File: src/rtl/utf8_to_utf16_decoder_defines.svh
// assertion macros for the utf8 to utf16 decoder
`ifndef UTF8_TO_UTF16_DECODER_DEFINES_SVH
`define UTF8_TO_UTF16_DECODER_DEFINES_SVH

`ifndef NO_ASSERTIONS

// expression holds at every clock edge out of reset
`define U8U16_ASSERT_ALWAYS(label, clk, rstn, expr) \
    label: assert property (@(posedge clk) disable iff (!(rstn)) (expr)) \
        else $error("assertion failed");

// consequence holds in the same cycle as the condition
`define U8U16_ASSERT_IMPLY(label, clk, rstn, cond, cons) \
    label: assert property (@(posedge clk) disable iff (!(rstn)) (cond) |-> (cons)) \
        else $error("assertion failed");

// consequence holds in the cycle after the condition
`define U8U16_ASSERT_NEXT(label, clk, rstn, cond, cons) \
    label: assert property (@(posedge clk) disable iff (!(rstn)) (cond) |=> (cons)) \
        else $error("assertion failed");

`else

`define U8U16_ASSERT_ALWAYS(label, clk, rstn, expr)
`define U8U16_ASSERT_IMPLY(label, clk, rstn, cond, cons)
`define U8U16_ASSERT_NEXT(label, clk, rstn, cond, cons)

`endif

`endif

File: src/rtl/u8u16_pkg.sv
package u8u16_pkg;

    localparam logic [15:0] REPL_UNIT   = 16'hFFFD;
    localparam logic [15:0] SURR_HI     = 16'hD800;
    localparam logic [15:0] SURR_LO     = 16'hDC00;
    localparam logic [30:0] SURR_FIRST  = 31'h0000D800;
    localparam logic [30:0] SURR_LAST   = 31'h0000DFFF;
    localparam logic [30:0] PLANE1_BASE = 31'h00010000;
    localparam logic [30:0] UNICODE_MAX = 31'h0010FFFF;
    localparam logic [30:0] BMP_MAX     = 31'h0000FFFF;

    // one code unit with its replacement flag
    typedef struct packed {
        logic [15:0] code_unit;
        logic        is_replacement;
    } unit_t;

    // one result item as held in the output buffer
    typedef struct packed {
        logic [15:0] code_unit;
        logic        is_replacement;
        logic        last_of_run;
    } result_t;

    // outcome of decoding a byte with no sequence open
    typedef struct packed {
        logic        emit;
        unit_t       unit;
        logic        opens;
        logic [2:0]  rem;
        logic [2:0]  cls;
        logic [30:0] acc;
    } idle_t;

    // outcome of a completed sequence
    typedef struct packed {
        logic  pair;
        unit_t u0;
        unit_t u1;
    } fin_t;

    // smallest legal value for each sequence length, clamped above class 4
    function automatic logic [30:0] min_value(input logic [2:0] cls);
        logic [30:0] m;
        case (cls)
            3'd0: m = 31'h00000080;
            3'd1: m = 31'h00000800;
            3'd2: m = 31'h00010000;
            3'd3: m = 31'h00200000;
            default: m = 31'h04000000;
        endcase
        return m;
    endfunction

    function automatic idle_t idle_decode(input logic [7:0] b);
        idle_t r;
        r = '0;
        if (b[7] == 1'b0) begin
            r.emit = 1'b1;
            r.unit = '{code_unit: {8'h00, b}, is_replacement: 1'b0};
        end else if (b[6] == 1'b0 || b[7:1] == 7'b1111111) begin
            // stray continuation, or FE / FF
            r.emit = 1'b1;
            r.unit = '{code_unit: REPL_UNIT, is_replacement: 1'b1};
        end else begin
            r.opens = 1'b1;
            if (b[7:2] == 6'b111111) begin
                r.rem = 3'd5; r.cls = 3'd4; r.acc = {30'd0, b[0]};
            end else if (b[7:3] == 5'b11111) begin
                r.rem = 3'd4; r.cls = 3'd3; r.acc = {29'd0, b[1:0]};
            end else if (b[7:4] == 4'b1111) begin
                r.rem = 3'd3; r.cls = 3'd2; r.acc = {28'd0, b[2:0]};
            end else if (b[7:5] == 3'b111) begin
                r.rem = 3'd2; r.cls = 3'd1; r.acc = {27'd0, b[3:0]};
            end else begin
                r.rem = 3'd1; r.cls = 3'd0; r.acc = {26'd0, b[4:0]};
            end
        end
        return r;
    endfunction

    function automatic fin_t finish_seq(input logic [30:0] v, input logic [2:0] cls);
        fin_t        f;
        logic [30:0] s;
        f = '0;
        s = v - PLANE1_BASE;
        if (v < min_value(cls) || (v >= SURR_FIRST && v <= SURR_LAST)) begin
            f.u0 = '{code_unit: REPL_UNIT, is_replacement: 1'b1};
        end else if (v >= PLANE1_BASE && v <= UNICODE_MAX) begin
            f.pair = 1'b1;
            f.u0 = '{code_unit: SURR_HI | {6'd0, s[19:10]}, is_replacement: 1'b0};
            f.u1 = '{code_unit: SURR_LO | {6'd0, s[9:0]}, is_replacement: 1'b0};
        end else if (v > BMP_MAX) begin
            f.u0 = '{code_unit: REPL_UNIT, is_replacement: 1'b1};
        end else begin
            f.u0 = '{code_unit: v[15:0], is_replacement: 1'b0};
        end
        return f;
    endfunction

endpackage

File: src/rtl/utf8_to_utf16_decoder.sv
// UTF-8 to UTF-16 decoder: takes one UTF-8 byte per input item and gives zero, one or two
// UTF-16 code units (high surrogate first for pairs), with U+FFFD and the tuser flag for
// ill-formed input and tlast on the final unit caused by each byte. A byte is registered on
// entry, decoded combinationally into a two-entry output buffer, and read out one code unit
// per cycle while m_tready is high. Throughput is one byte per cycle while the output is not
// stalled; a byte that gives two units (a surrogate pair, or a U+FFFD for a broken sequence
// followed by the byte decoded afresh) holds the decode stage while the single output port
// drains the buffer. Bytes that only extend a sequence give no output.
`include "utf8_to_utf16_decoder_defines.svh"

module utf8_to_utf16_decoder (
    input  logic        aclk,
    input  logic        aresetn,
    input  logic        s_tvalid,
    output logic        s_tready,
    input  logic [7:0]  s_tdata,   // [7:0] data_byte
    output logic        m_tvalid,
    input  logic        m_tready,
    output logic [15:0] m_tdata,   // [15:0] code_unit
    output logic        m_tuser,   // [0] is_replacement
    output logic        m_tlast    // last_of_run
);

    // input register
    logic       in_valid_reg;
    logic [7:0] in_byte_reg;

    // decoder state
    logic [2:0]  rem_reg, rem_next;
    logic [2:0]  cls_reg, cls_next;
    logic [30:0] acc_reg, acc_next;

    // output buffer
    u8u16_pkg::result_t slot0_reg, slot1_reg;
    logic [1:0]         cnt_reg;

    u8u16_pkg::unit_t   r0, r1;
    u8u16_pkg::idle_t   idle;
    u8u16_pkg::fin_t    fin;
    logic [30:0]        acc_cont;
    logic [1:0]         n_res;
    logic               out_free;
    logic               load;
    logic               m_take;

    // handshake
    assign m_take   = m_tvalid && m_tready;
    assign out_free = (cnt_reg == 2'd0) || (cnt_reg == 2'd1 && m_tready);
    assign load     = in_valid_reg && out_free;
    assign s_tready = !in_valid_reg || load;

    assign m_tvalid = (cnt_reg != 2'd0);
    assign m_tdata  = slot0_reg.code_unit;
    assign m_tuser  = slot0_reg.is_replacement;
    assign m_tlast  = slot0_reg.last_of_run;

    // decode of the registered byte against the sequence state
    always_comb begin
        idle     = u8u16_pkg::idle_decode(in_byte_reg);
        acc_cont = {acc_reg[24:0], in_byte_reg[5:0]};
        fin      = u8u16_pkg::finish_seq(acc_cont, cls_reg);
        rem_next = rem_reg;
        cls_next = cls_reg;
        acc_next = acc_reg;
        n_res    = 2'd0;
        r0       = '0;
        r1       = '0;
        if (rem_reg != 3'd0) begin
            if (in_byte_reg[7:6] == 2'b10) begin
                acc_next = acc_cont;
                rem_next = rem_reg - 3'd1;
                if (rem_reg == 3'd1) begin
                    r0    = fin.u0;
                    r1    = fin.u1;
                    n_res = fin.pair ? 2'd2 : 2'd1;
                end
            end else begin
                // sequence cut short: replacement, then decode the byte afresh
                r0       = '{code_unit: u8u16_pkg::REPL_UNIT, is_replacement: 1'b1};
                rem_next = 3'd0;
                if (idle.emit) begin
                    r1    = idle.unit;
                    n_res = 2'd2;
                end else begin
                    n_res = 2'd1;
                end
                if (idle.opens) begin
                    rem_next = idle.rem;
                    cls_next = idle.cls;
                    acc_next = idle.acc;
                end
            end
        end else begin
            if (idle.emit) begin
                r0    = idle.unit;
                n_res = 2'd1;
            end
            if (idle.opens) begin
                rem_next = idle.rem;
                cls_next = idle.cls;
                acc_next = idle.acc;
            end
        end
    end

    // input register and decoder state
    always_ff @(posedge aclk) begin
        if (!aresetn) begin
            in_valid_reg <= 1'b0;
            rem_reg      <= 3'd0;
            cls_reg      <= 3'd0;
            acc_reg      <= '0;
        end else begin
            if (s_tready) begin
                in_valid_reg <= s_tvalid;
            end
            if (load) begin
                rem_reg <= rem_next;
                cls_reg <= cls_next;
                acc_reg <= acc_next;
            end
        end
    end

    always_ff @(posedge aclk) begin
        if (s_tvalid && s_tready) begin
            in_byte_reg <= s_tdata;
        end
    end

    // output buffer count
    always_ff @(posedge aclk) begin
        if (!aresetn) begin
            cnt_reg <= 2'd0;
        end else if (load) begin
            cnt_reg <= n_res;
        end else if (m_take) begin
            cnt_reg <= cnt_reg - 2'd1;
        end
    end

    // output buffer payload
    always_ff @(posedge aclk) begin
        if (load) begin
            slot0_reg <= '{code_unit: r0.code_unit, is_replacement: r0.is_replacement,
                           last_of_run: (n_res == 2'd1)};
            slot1_reg <= '{code_unit: r1.code_unit, is_replacement: r1.is_replacement,
                           last_of_run: 1'b1};
        end else if (m_take) begin
            slot0_reg <= slot1_reg;
        end
    end

    // checks
    `U8U16_ASSERT_ALWAYS(a_cnt_range, aclk, aresetn, cnt_reg != 2'd3)
    `U8U16_ASSERT_IMPLY(a_pair_first_not_last, aclk, aresetn, cnt_reg == 2'd2, !slot0_reg.last_of_run)
    `U8U16_ASSERT_NEXT(a_run_continues, aclk, aresetn, m_take && !m_tlast, m_tvalid)
    `U8U16_ASSERT_IMPLY(a_rem_fits_class, aclk, aresetn, rem_reg != 3'd0, {1'b0, rem_reg} <= ({1'b0, cls_reg} + 4'd1))
    `U8U16_ASSERT_IMPLY(a_no_load_on_full, aclk, aresetn, cnt_reg == 2'd2, !load)

endmodule
File: config.mk
export PLATFORM = sky130hd
export DESIGN_NAME = utf8_to_utf16_decoder
export DESIGN_NICKNAME = d
export VERILOG_FILES = /design/src/rtl/u8u16_pkg.sv /design/src/rtl/utf8_to_utf16_decoder.sv
export VERILOG_INCLUDE_DIRS = /design/src /design/src/rtl
export SDC_FILE = /design/constraint.sdc
export NUM_CORES = 1
export LEC_CHECK = 0
export BUFFER_PORTS_ARGS = -buffer_cell sky130_fd_sc_hd__buf_2
export CAP_MARGIN = 40
export CORE_MARGIN = 2
export CORE_UTILIZATION = 45
export DETAILED_ROUTE_END_ITERATION = 7
export SYNTH_ARGS = -nofsm -noshare
export SYNTH_HDL_FRONTEND = slang
export SYNTH_SLANG_ARGS = --single-unit
File: constraint.sdc
create_clock -name aclk -period 2.5 [get_ports aclk]
set_input_delay 0.125 -clock aclk [delete_from_list [all_inputs] [get_ports aclk]]
set_output_delay 0.125 -clock aclk [all_outputs]
set_load 0.05 [all_outputs]
==> reports/qor.yml, run 1 <==
run_status:
  status: "finished clean"
route:
  drt_iter0_drc: 199
  avgViaCountPerCell: 5.73
  drt_pass1_iterations: 4
  totalWireLength_um: 10200
  via_count: 3384
  ant_nets: 0
  post_drt_wl_per_cell_um: 17.2
  drcViolationCount: 0
sta:
  max_freq_mhz: 415
  hold_viol: 0
  skew_ns: 0.00885
  fin_ws_ns: 0.0932
  min_period_over_period_pct: 96.3
  slew_headroom_pct: 64.3
  tightest_slew_ns: 0.536
  whs_ns: 0.0112
  rsz0062_at_grt: "yes"
  finalSetupViolCount: 0
  min_period_ns: 2.41
  slew_violations: 0
final_layout:
  instances_no_fill: 591
  register_area_mm2: 0.00182
  layout-drive-gt1-share_pct: 24.4
  multiInputGateArea_mm2: 0.00200
  post-route-util_pct: 55.5
  final_common_cell: "nand2_1"
  layout.nets: 501
  fillers: 778
  largest_reg_flops: 25
  layout_common_cells: "nand2_1 (57), buf_4 (45), nand3_1 (44)"
  areaGrowthSynthToFinish_pct: 21.8
  n_antenna_cell: 0
floorplanning:
  die-area_mm2: 0.00947
  std_cell_rows: 34
  core_area_mm2: 0.00859
  start_util_pct: 45.6
  fp.dieH_um: 97.3
  io-pin-count: 32
  fp.dieW_um: 97.3
hold_path:
  hold_path_class: "in -> reg"
  hold_depth: 3
  min_from: "s_tvalid"
  hold_path_end: "in_valid_reg$_SDFFE_PN0N_"
synth:
  ys_types: 69
  synth-edff-count: 38
  synth_flop_cell: "edfxtp_1"
  syn_avg_cell_area_um2: 9.69
  ys.warnings.count: 0
  ys_seq_area_share_pct: 46.5
  synth_top_cell_area_share_pct: 29.1
  yosys.area.top_type: "edfxtp_1"
  synth_area_leaders: "edfxtp_1 (29%), dfxtp_1 (17%), nand3_1 (5.6%), nand2_1 (5.5%), a21boi_0 (5.0%)"
  synth_seq_cells: 72
  ys_async_sr_fraction_pct: 0
  synthCells: 404
  synth_area_mm2: 0.00392
  syn_nets: 427
global_route:
  grt_pass1_wl_um: 16900
  grt_usage_pct: 22.0
  grt_start_max_net_pins: 35
  grt_pass1_vias: 3367
  antenna_found_initial: 0
  gr-total-overflow: 0
place:
  dpl.hpwl_um: 7420
  place_congestion: 0.859
  port_buffers: 31
  placed_cells: 567
  dp_slack_ns: 0.0546
power:
  power_density_mw_per_mm2: 634
  ir_drop_v: 0.000258
  leakagePower_nw: 1.83
  power.total_mw: 3.02
worst_setup_path:
  reg2reg_slack_ns: 0.09
  rr_endpoint: "slot1_reg[5]$_SDFFCE_PP0P_"
  start_kind: "register"
  crit_arrival_ns: 2.52
  rr_worst_depth: 11
  critical_path_class: "reg -> reg"
  cp.required_ns: 2.61
  crit_fanout: 7
  end_kind: "register"
  timing.rr.start: "cls_reg[0]$_SDFFE_PN0P_"
clocking:
  clock_path_buffers: 2
  cts-buffers-inserted: 9
  clock-root-buffer: "clkbuf_8"
  cts_tree: "built"
  clk_pin_slew_worst_paths_ns: 0.08
  numClockSinks: 72
  clkLatencyLatePin_ns: 0.35
  cts_max_level: 3
run:
  cap_violations: 0
synthesized netlist by cell type, drive strengths merged, types with 3 or more instances:
library cell  number
ha                11
nor4               7
dfxtp             34
o21ai             10
a21oi              9
o31ai              3
o22ai              3
buf                6
or3                3
nand3b             5
a21o               4
mux2i              4
nor2b              5
nor3               7
clkbuf            17
nand2             58
a21boi            27
o2111ai            3
inv               13
nand2b             3
nand3             45
edfxtp            38
nand4              6
a221oi             6
a41oi              7
nor2              21
a31oi              3
a22oi              3
and2               9
what timing repair did:
| item | in CTS | in global routing |
|---|---|---|
| endpoints found under the setup margin | 0 | 39 |
| hold buffers | 8 | 0 |
| hold endpoints to repair | 8 | 0 |
| gates resized for setup | 0 | 11 |
| setup buffers | 0 | 0 |
power by group:
| part | internal (mW) | switching (mW) |
|---|---|---|
| Sequential | 1.38 | 0.0388 |
| Clock | 0.355 | 0.438 |
| Combinational | 0.245 | 0.562 |
| Total | 1.98 | 1.04 |
routing by layer:
layer	GRT usage, %	part of all wire [%]	vias up
met5	0	0	-
met4	8.44	2.1	0
met3	3.53	4.3	17
met2	36.1	47	80
met1	29.5	46	1638
li1	-	-	1649
worst max-delay path by stage:
stage,cells after the start,to,slack [ns],from
6_report,11,slot1_reg[5]$_SDFFCE_PP0P_,0.09,cls_reg[0]$_SDFFE_PN0P_
5_1_grt,8,slot1_reg[5]$_SDFFCE_PP0P_,-0.02,acc_reg[12]$_SDFFE_PN0P_
4_1_cts,10,m_tdata[8]$_DFFE_PP_,0.04,cls_reg[0]$_SDFFE_PN0P_
3_5_place_dp,11,slot1_reg[5]$_SDFFCE_PP0P_,0.05,cls_reg[0]$_SDFFE_PN0P_
3_3_place_gp,10,m_tdata[7]$_DFFE_PP_,0.07,cls_reg[0]$_SDFFE_PN0P_
2_1_floorplan,10,slot1_reg[8]$_SDFFCE_PP0P_,0.15,cls_reg[0]$_SDFFE_PN0P_
metrics by stage:
| step | instance area, um2 | TNS, ns |
|---|---|---|
| CTS | 4700 | 0 |
| global placement | 4460 | 0 |
| floorplan | 3920 | 0 |
| global route | 4770 | -0.0167 |
| finish | 4770 | 0 |
| detailed placement | 4460 | 0 |
worst max-delay path, cell delays in order (launching register included):
cell	delay [ns]
dfxtp_1	0.31
nor2_1	0.10
nand2_1	0.10
ha_4	0.23
a21oi_1	0.12
a211oi_1	0.08
or4b_1	0.56
o22ai_2	0.12
buf_6	0.17
o41ai_2	0.08
buf_4	0.15
and2_1	0.15
final cells by class:
cell class              count  area share (%)
multi-input cells         295            41.9
flip-flops and latches     72            38.2
clock inverters             4           0.446
well taps                 108            2.83
inverters                  14            1.10
clock buffers              12            2.83
repair buffers             86            12.7
kinds of logic (layout without fill, tap and decap cells):
| group | Yosys count | count (layout) | synth area share (%) |
|---|---|---|---|
| and+or+nand+nor | 183 | 183 | 25.0 |
| AOI/OAI and AO/OA | 94 | 94 | 18.9 |
| xor gates and xnor gates | 2 | 2 | 0.447 |
| adders and majority gates | 11 | 11 | 3.51 |
| muxes | 5 | 5 | 1.41 |
| buffers and inverters | 37 | 116 | 4.19 |
| DFF | 72 | 72 | 46.5 |
Power figures use the tool's default switching activity.
==> run 2, diff against run 1 <==
BUFFER_PORTS_ARGS = -buffer_cell sky130_fd_sc_hd__clkbuf_2   (was -buffer_cell sky130_fd_sc_hd__buf_2)
==> reports/qor.yml, run 2 (synthesized netlist as in run 1, its figures left out) <==
power:
  power_density_mw_per_mm2: 678
  ir_drop_v: 0.000305
  power.total_mw: 3.24
  leakagePower_nw: 1.83
sta:
  hold_viol: 0
  min_period_over_period_pct: 95.9
  min_period_ns: 2.40
  tns_ns: 0
  slew_headroom_pct: 60.1
  slew_violations: 0
  tightest_slew_ns: 0.598
  finalSetupViolCount: 0
  max_freq_mhz: 417
  skew_ns: 0.0104
worst_setup_path:
  rr_worst_depth: 11
  cp-endpoint: "slot1_reg[4]$_SDFFCE_PP0P_"
  slowest_stage: "or4b_1"
  cp.required_ns: 2.61
  worstSetupPathDepth: 11
  slowest_delay_ns: 0.55
  cp.buffers_inverters: 3
  crit_arrival_ns: 2.51
  reg2reg_slack_ns: 0.10
  rr_endpoint: "slot1_reg[4]$_SDFFCE_PP0P_"
  timing.rr.start: "cls_reg[0]$_SDFFE_PN0P_"
  end_kind: "register"
  start_kind: "register"
  critical_path_class: "reg -> reg"
  crit_fanout: 7
  critPathLaunch: "cls_reg[0]$_SDFFE_PN0P_"
  crit_top_cell: "buf_4"
  crit_chain: "buf_4 > nand3_1 > ha_1 > nand2_1 > a211oi_1 > or4b_1 > o22ai_2 > buf_6 > o41ai_2 > buf_4 > and2_1"
  cp_top_family: "simple AND/OR/NAND/NOR gates"
global_route:
  grt_start_max_net_pins: 35
  grt_pass1_vias: 3266
  grt_pass1_wl_um: 16400
  antenna_found_initial: 0
  grt_usage_pct: 21.7
  gr-total-overflow: 0
hold_path:
  min_from: "s_tvalid"
  hold_path_class: "in -> reg"
clocking:
  cts_max_level: 3
  cts_tree: "built"
  cts-buffers-inserted: 9
  numClockSinks: 72
  clkLatencyLatePin_ns: 0.35
  post-cts-setup-buffer-count: 0
  clock_path_buffers: 2
  clock-root-buffer: "clkbuf_8"
  clk_pin_slew_worst_paths_ns: 0.08
route:
  post_drt_wl_per_cell_um: 16.9
  drt_pass1_iterations: 5
  ant_nets: 0
  drcViolationCount: 0
  drt_iter0_drc: 171
  avgViaCountPerCell: 5.77
  totalWireLength_um: 9880
  via_count: 3379
final_layout:
  layout-drive-gt1-share_pct: 24.5
  largest_reg_flops: 25
  final_common_cell: "nand2_1"
  multiInputGateArea_mm2: 0.00197
  fillers: 785
  areaGrowthSynthToFinish_pct: 22.0
  register_area_mm2: 0.00183
  instances_no_fill: 586
  layout.nets: 496
  layout_common_cells: "nand2_1 (57), nand3_1 (44), buf_4 (40)"
  n_antenna_cell: 0
place:
  place_congestion: 0.919
  dpl.hpwl_um: 7190
  placed_cells: 562
  port_buffers: 31
floorplanning:
  core_area_mm2: 0.00859
  start_util_pct: 45.6
  die-area_mm2: 0.00947
  std_cell_rows: 34
  fp.dieW_um: 97.3
  fp.dieH_um: 97.3
  io-pin-count: 32
run:
  cap_violations: 0
run_status:
  status: "finished clean"
-- run 2: cell count changes in the layout (fill, tap and decap cells not counted), moves of 2 or more --
cell       before  now
clkinv_4        0    3
buf_4          45   40
buf_2          31    0
clkbuf_2        0   31
a41oi_1         5    7
clkbuf_1        3    0
bufinv_16       0    2
a41oi_2         2    0
-- run 2: metrics by stage --
step / hold slack, ns / util (%) / area, um2 / setup WS [ns]
3_5_place_dp: 0.304 / 51.5 / 4420 / 0.0277
2_1_floorplan: 0.224 / - / 3920 / 0.147
6_report: 0.0281 / 55.6 / 4780 / 0.103
4_1_cts: 0.0195 / 55.0 / 4720 / 0.0218
5_1_grt: 0.0286 / 55.6 / 4780 / -0.0178
3_3_place_gp: 0.302 / 51.5 / 4420 / 0.0641
-- run 2: cell type report --
class	instances	area share, %
Multi-Input combinational cell	295	41.3
Sequential cell	72	38.3
Timing Repair Buffer	81	11.9
Tap cell	108	2.83
Clock buffer	9	2.59
Clock inverter	7	2.02
Inverter	14	1.10
-- run 2: worst min path at each step --
stage | slack (ns) | endpoint | cells past startpoint
6_report | 0.03 | in_valid_reg$_SDFFE_PN0N_ | 3
4_1_cts | 0.02 | in_valid_reg$_SDFFE_PN0N_ | 3
3_3_place_gp | 0.30 | in_byte_reg[5]$_DFFE_PP_ | 1
2_1_floorplan | 0.22 | in_byte_reg[0]$_DFFE_PP_ | 0
5_1_grt | 0.03 | in_valid_reg$_SDFFE_PN0N_ | 3
3_5_place_dp | 0.30 | in_byte_reg[3]$_DFFE_PP_ | 1
-- run 2: power breakdown --
group	switching (mW)	total [mW]	internal, mW
Combinational	0.549	0.787	0.237
Sequential	0.0419	1.43	1.38
Clock	0.462	1.03	0.563
-- run 2: metal layers --
metal | GRT usage (%) | routed length, um
met1 | 28.1 | 4360
met4 | 6.62 | 190
met2 | 36.3 | 4730
met3 | 5.04 | 599
met5 | 0 | 0
-- run 2: repair_timing --
item,CTS,global route
hold buffers,8,0
gates resized for setup,0,13
endpoints found under the hold margin,8,0
setup endpoints to repair,0,29
-- run 2: tightest hold or removal path: stages --
cell	delay, ns
clkbuf_2	0.09
a21oi_1	0.04
nor2b_1	0.09
==> run 3, diff against run 2 <==
CORE_UTILIZATION = 60   (was 45)
CTS_BUF_LIST = sky130_fd_sc_hd__clkbuf_8   (was not set)
PLACE_DENSITY = 0.8   (was not set)
==> reports/qor.yml, run 3 (synthesized netlist as in run 1, its figures left out) <==
sta:
  tightest_slew_ns: 0.684
  min_period_over_period_pct: 99.0
  slew_headroom_pct: 54.3
  fin_ws_ns: 0.0239
  hold_viol: 0
  whs_ns: 0.0439
  rsz0062_at_grt: "yes"
  tns_ns: 0
  finalSetupViolCount: 0
  min_period_ns: 2.48
  skew_ns: 0.0150
  max_freq_mhz: 404
  slew_violations: 0
route:
  totalWireLength_um: 10600
  ant_nets: 0
  drt_iter0_drc: 451
  drt_pass1_iterations: 7
  drcViolationCount: 0
  avgViaCountPerCell: 6.44
  post_drt_wl_per_cell_um: 19.2
  via_count: 3549
global_route:
  grt_pass1_wl_um: 16700
  grt_start_max_net_pins: 35
  antenna_found_initial: 0
  grt_pass1_vias: 3432
  grt_usage_pct: 29.8
  gr-total-overflow: 0
run_status:
  status: "finished clean"
power:
  power.total_mw: 3.35
  ir_drop_v: 0.000466
  leakagePower_nw: 1.88
  power_density_mw_per_mm2: 697
clocking:
  cts-buffers-inserted: 9
  clk_pin_slew_worst_paths_ns: 0.08
  clock_path_buffers: 2
  clkLatencyLatePin_ns: 0.36
  numClockSinks: 72
  cts_tree: "built"
  cts_max_level: 3
  clock-root-buffer: "clkbuf_8"
  post-cts-setup-buffer-count: 0
worst_setup_path:
  crit_fanout: 7
  critical_path_class: "reg -> reg"
  cp.required_ns: 2.62
  start_kind: "register"
  end_kind: "register"
  crit_arrival_ns: 2.60
final_layout:
  fillers: 405
  n_antenna_cell: 0
  largest_reg_flops: 25
  final_common_cell: "nand2_1"
  layout_common_cells: "nand2_1 (56), nand3_1 (44), edfxtp_1 (38)"
  instances_no_fill: 551
  layout-drive-gt1-share_pct: 26.4
  areaGrowthSynthToFinish_pct: 22.8
  fin_area_mm2: 0.00481
  layout.nets: 492
  post-route-util_pct: 76.2
place:
  place_area_mm2: 0.00435
  port_buffers: 31
  placed_cells: 527
  dp_slack_ns: 0.00597
  dpl.hpwl_um: 6990
  place_congestion: 0.948
floorplanning:
  core_area_mm2: 0.00631
  start_util_pct: 62.0
  die-area_mm2: 0.00719
  io-pin-count: 32
  fp.dieH_um: 84.8
  fp.dieW_um: 84.8
  std_cell_rows: 29
hold_path:
  hold_path_class: "in -> reg"
run:
  cap_violations: 0
run 3: changes by cell type in the layout (fill, tap and decap cells not counted), moves of 2 or more:
cell,change
clkbuf_8,+3
a41oi_1,-6
a41oi_2,+6
o22ai_2,-2
o22ai_4,+2
buf_4,-4
clkinv_4,-3
run 3: worst max-delay path, stage by stage, from the launching register on:
cell and delay [ns]:
dfxtp_1 0.37, buf_4 0.15, nand3_1 0.06, ha_1 0.32
nand2_1 0.07, a211oi_1 0.05, or4b_4 0.57, o22ai_4 0.19
buf_6 0.19, nor3_4 0.07, a2bb2o_4 0.21
run 3: worst paths after layout:
path / start / end / slack, ns / depth (start not counted)
setup / recovery: cls_reg[0]$_SDFFE_PN0P_ / slot1_reg[8]$_SDFFCE_PP0P_ / 0.02 / 10
hold / removal: s_tvalid / in_valid_reg$_SDFFE_PN0N_ / 0.04 / 3
setup reg to reg: cls_reg[0]$_SDFFE_PN0P_ / slot1_reg[8]$_SDFFCE_PP0P_ / 0.02 / 10
hold reg to reg: acc_reg[23]$_SDFFE_PN0P_ / acc_reg[23]$_SDFFE_PN0P_ / 0.50 / 2
run 3: power by group:
part | switching [mW] | internal [mW] | leakage [nW]
Sequential | 0.0407 | 1.38 | 0.644
Clock | 0.459 | 0.646 | 0.123
Combinational | 0.577 | 0.248 | 1.11
run 3: routing by layer:
layer / share of wire (%) / vias to the layer above / global-route usage (%)
li1: - / 1640 / -
met3: 7.8 / 61 / 6.59
met4: 5.1 / 0 / 19.0
met5: 0 / - / 0
met1: 40 / 1642 / 37.5
met2: 47 / 206 / 46.5
run 3: area by class of cell:
type	instances	area (um2)	share of cell area [%]
clock buffers	12	165	3.43
clock inverters	4	73.8	1.53
inverters	14	52.6	1.09
multi-input cells	295	2060	42.7
flip-flops and latches	72	1830	38.0
well taps	77	96.3	2.00
repair buffers	77	537	11.2
run 3: what timing repair did:
action                                 4_1_cts  5_1_grt
resized for setup                            3       25
endpoints found under the hold margin        8        0
pin swaps                                    1        6
hold buffers                                 8        0
setup endpoints to repair                   11       27
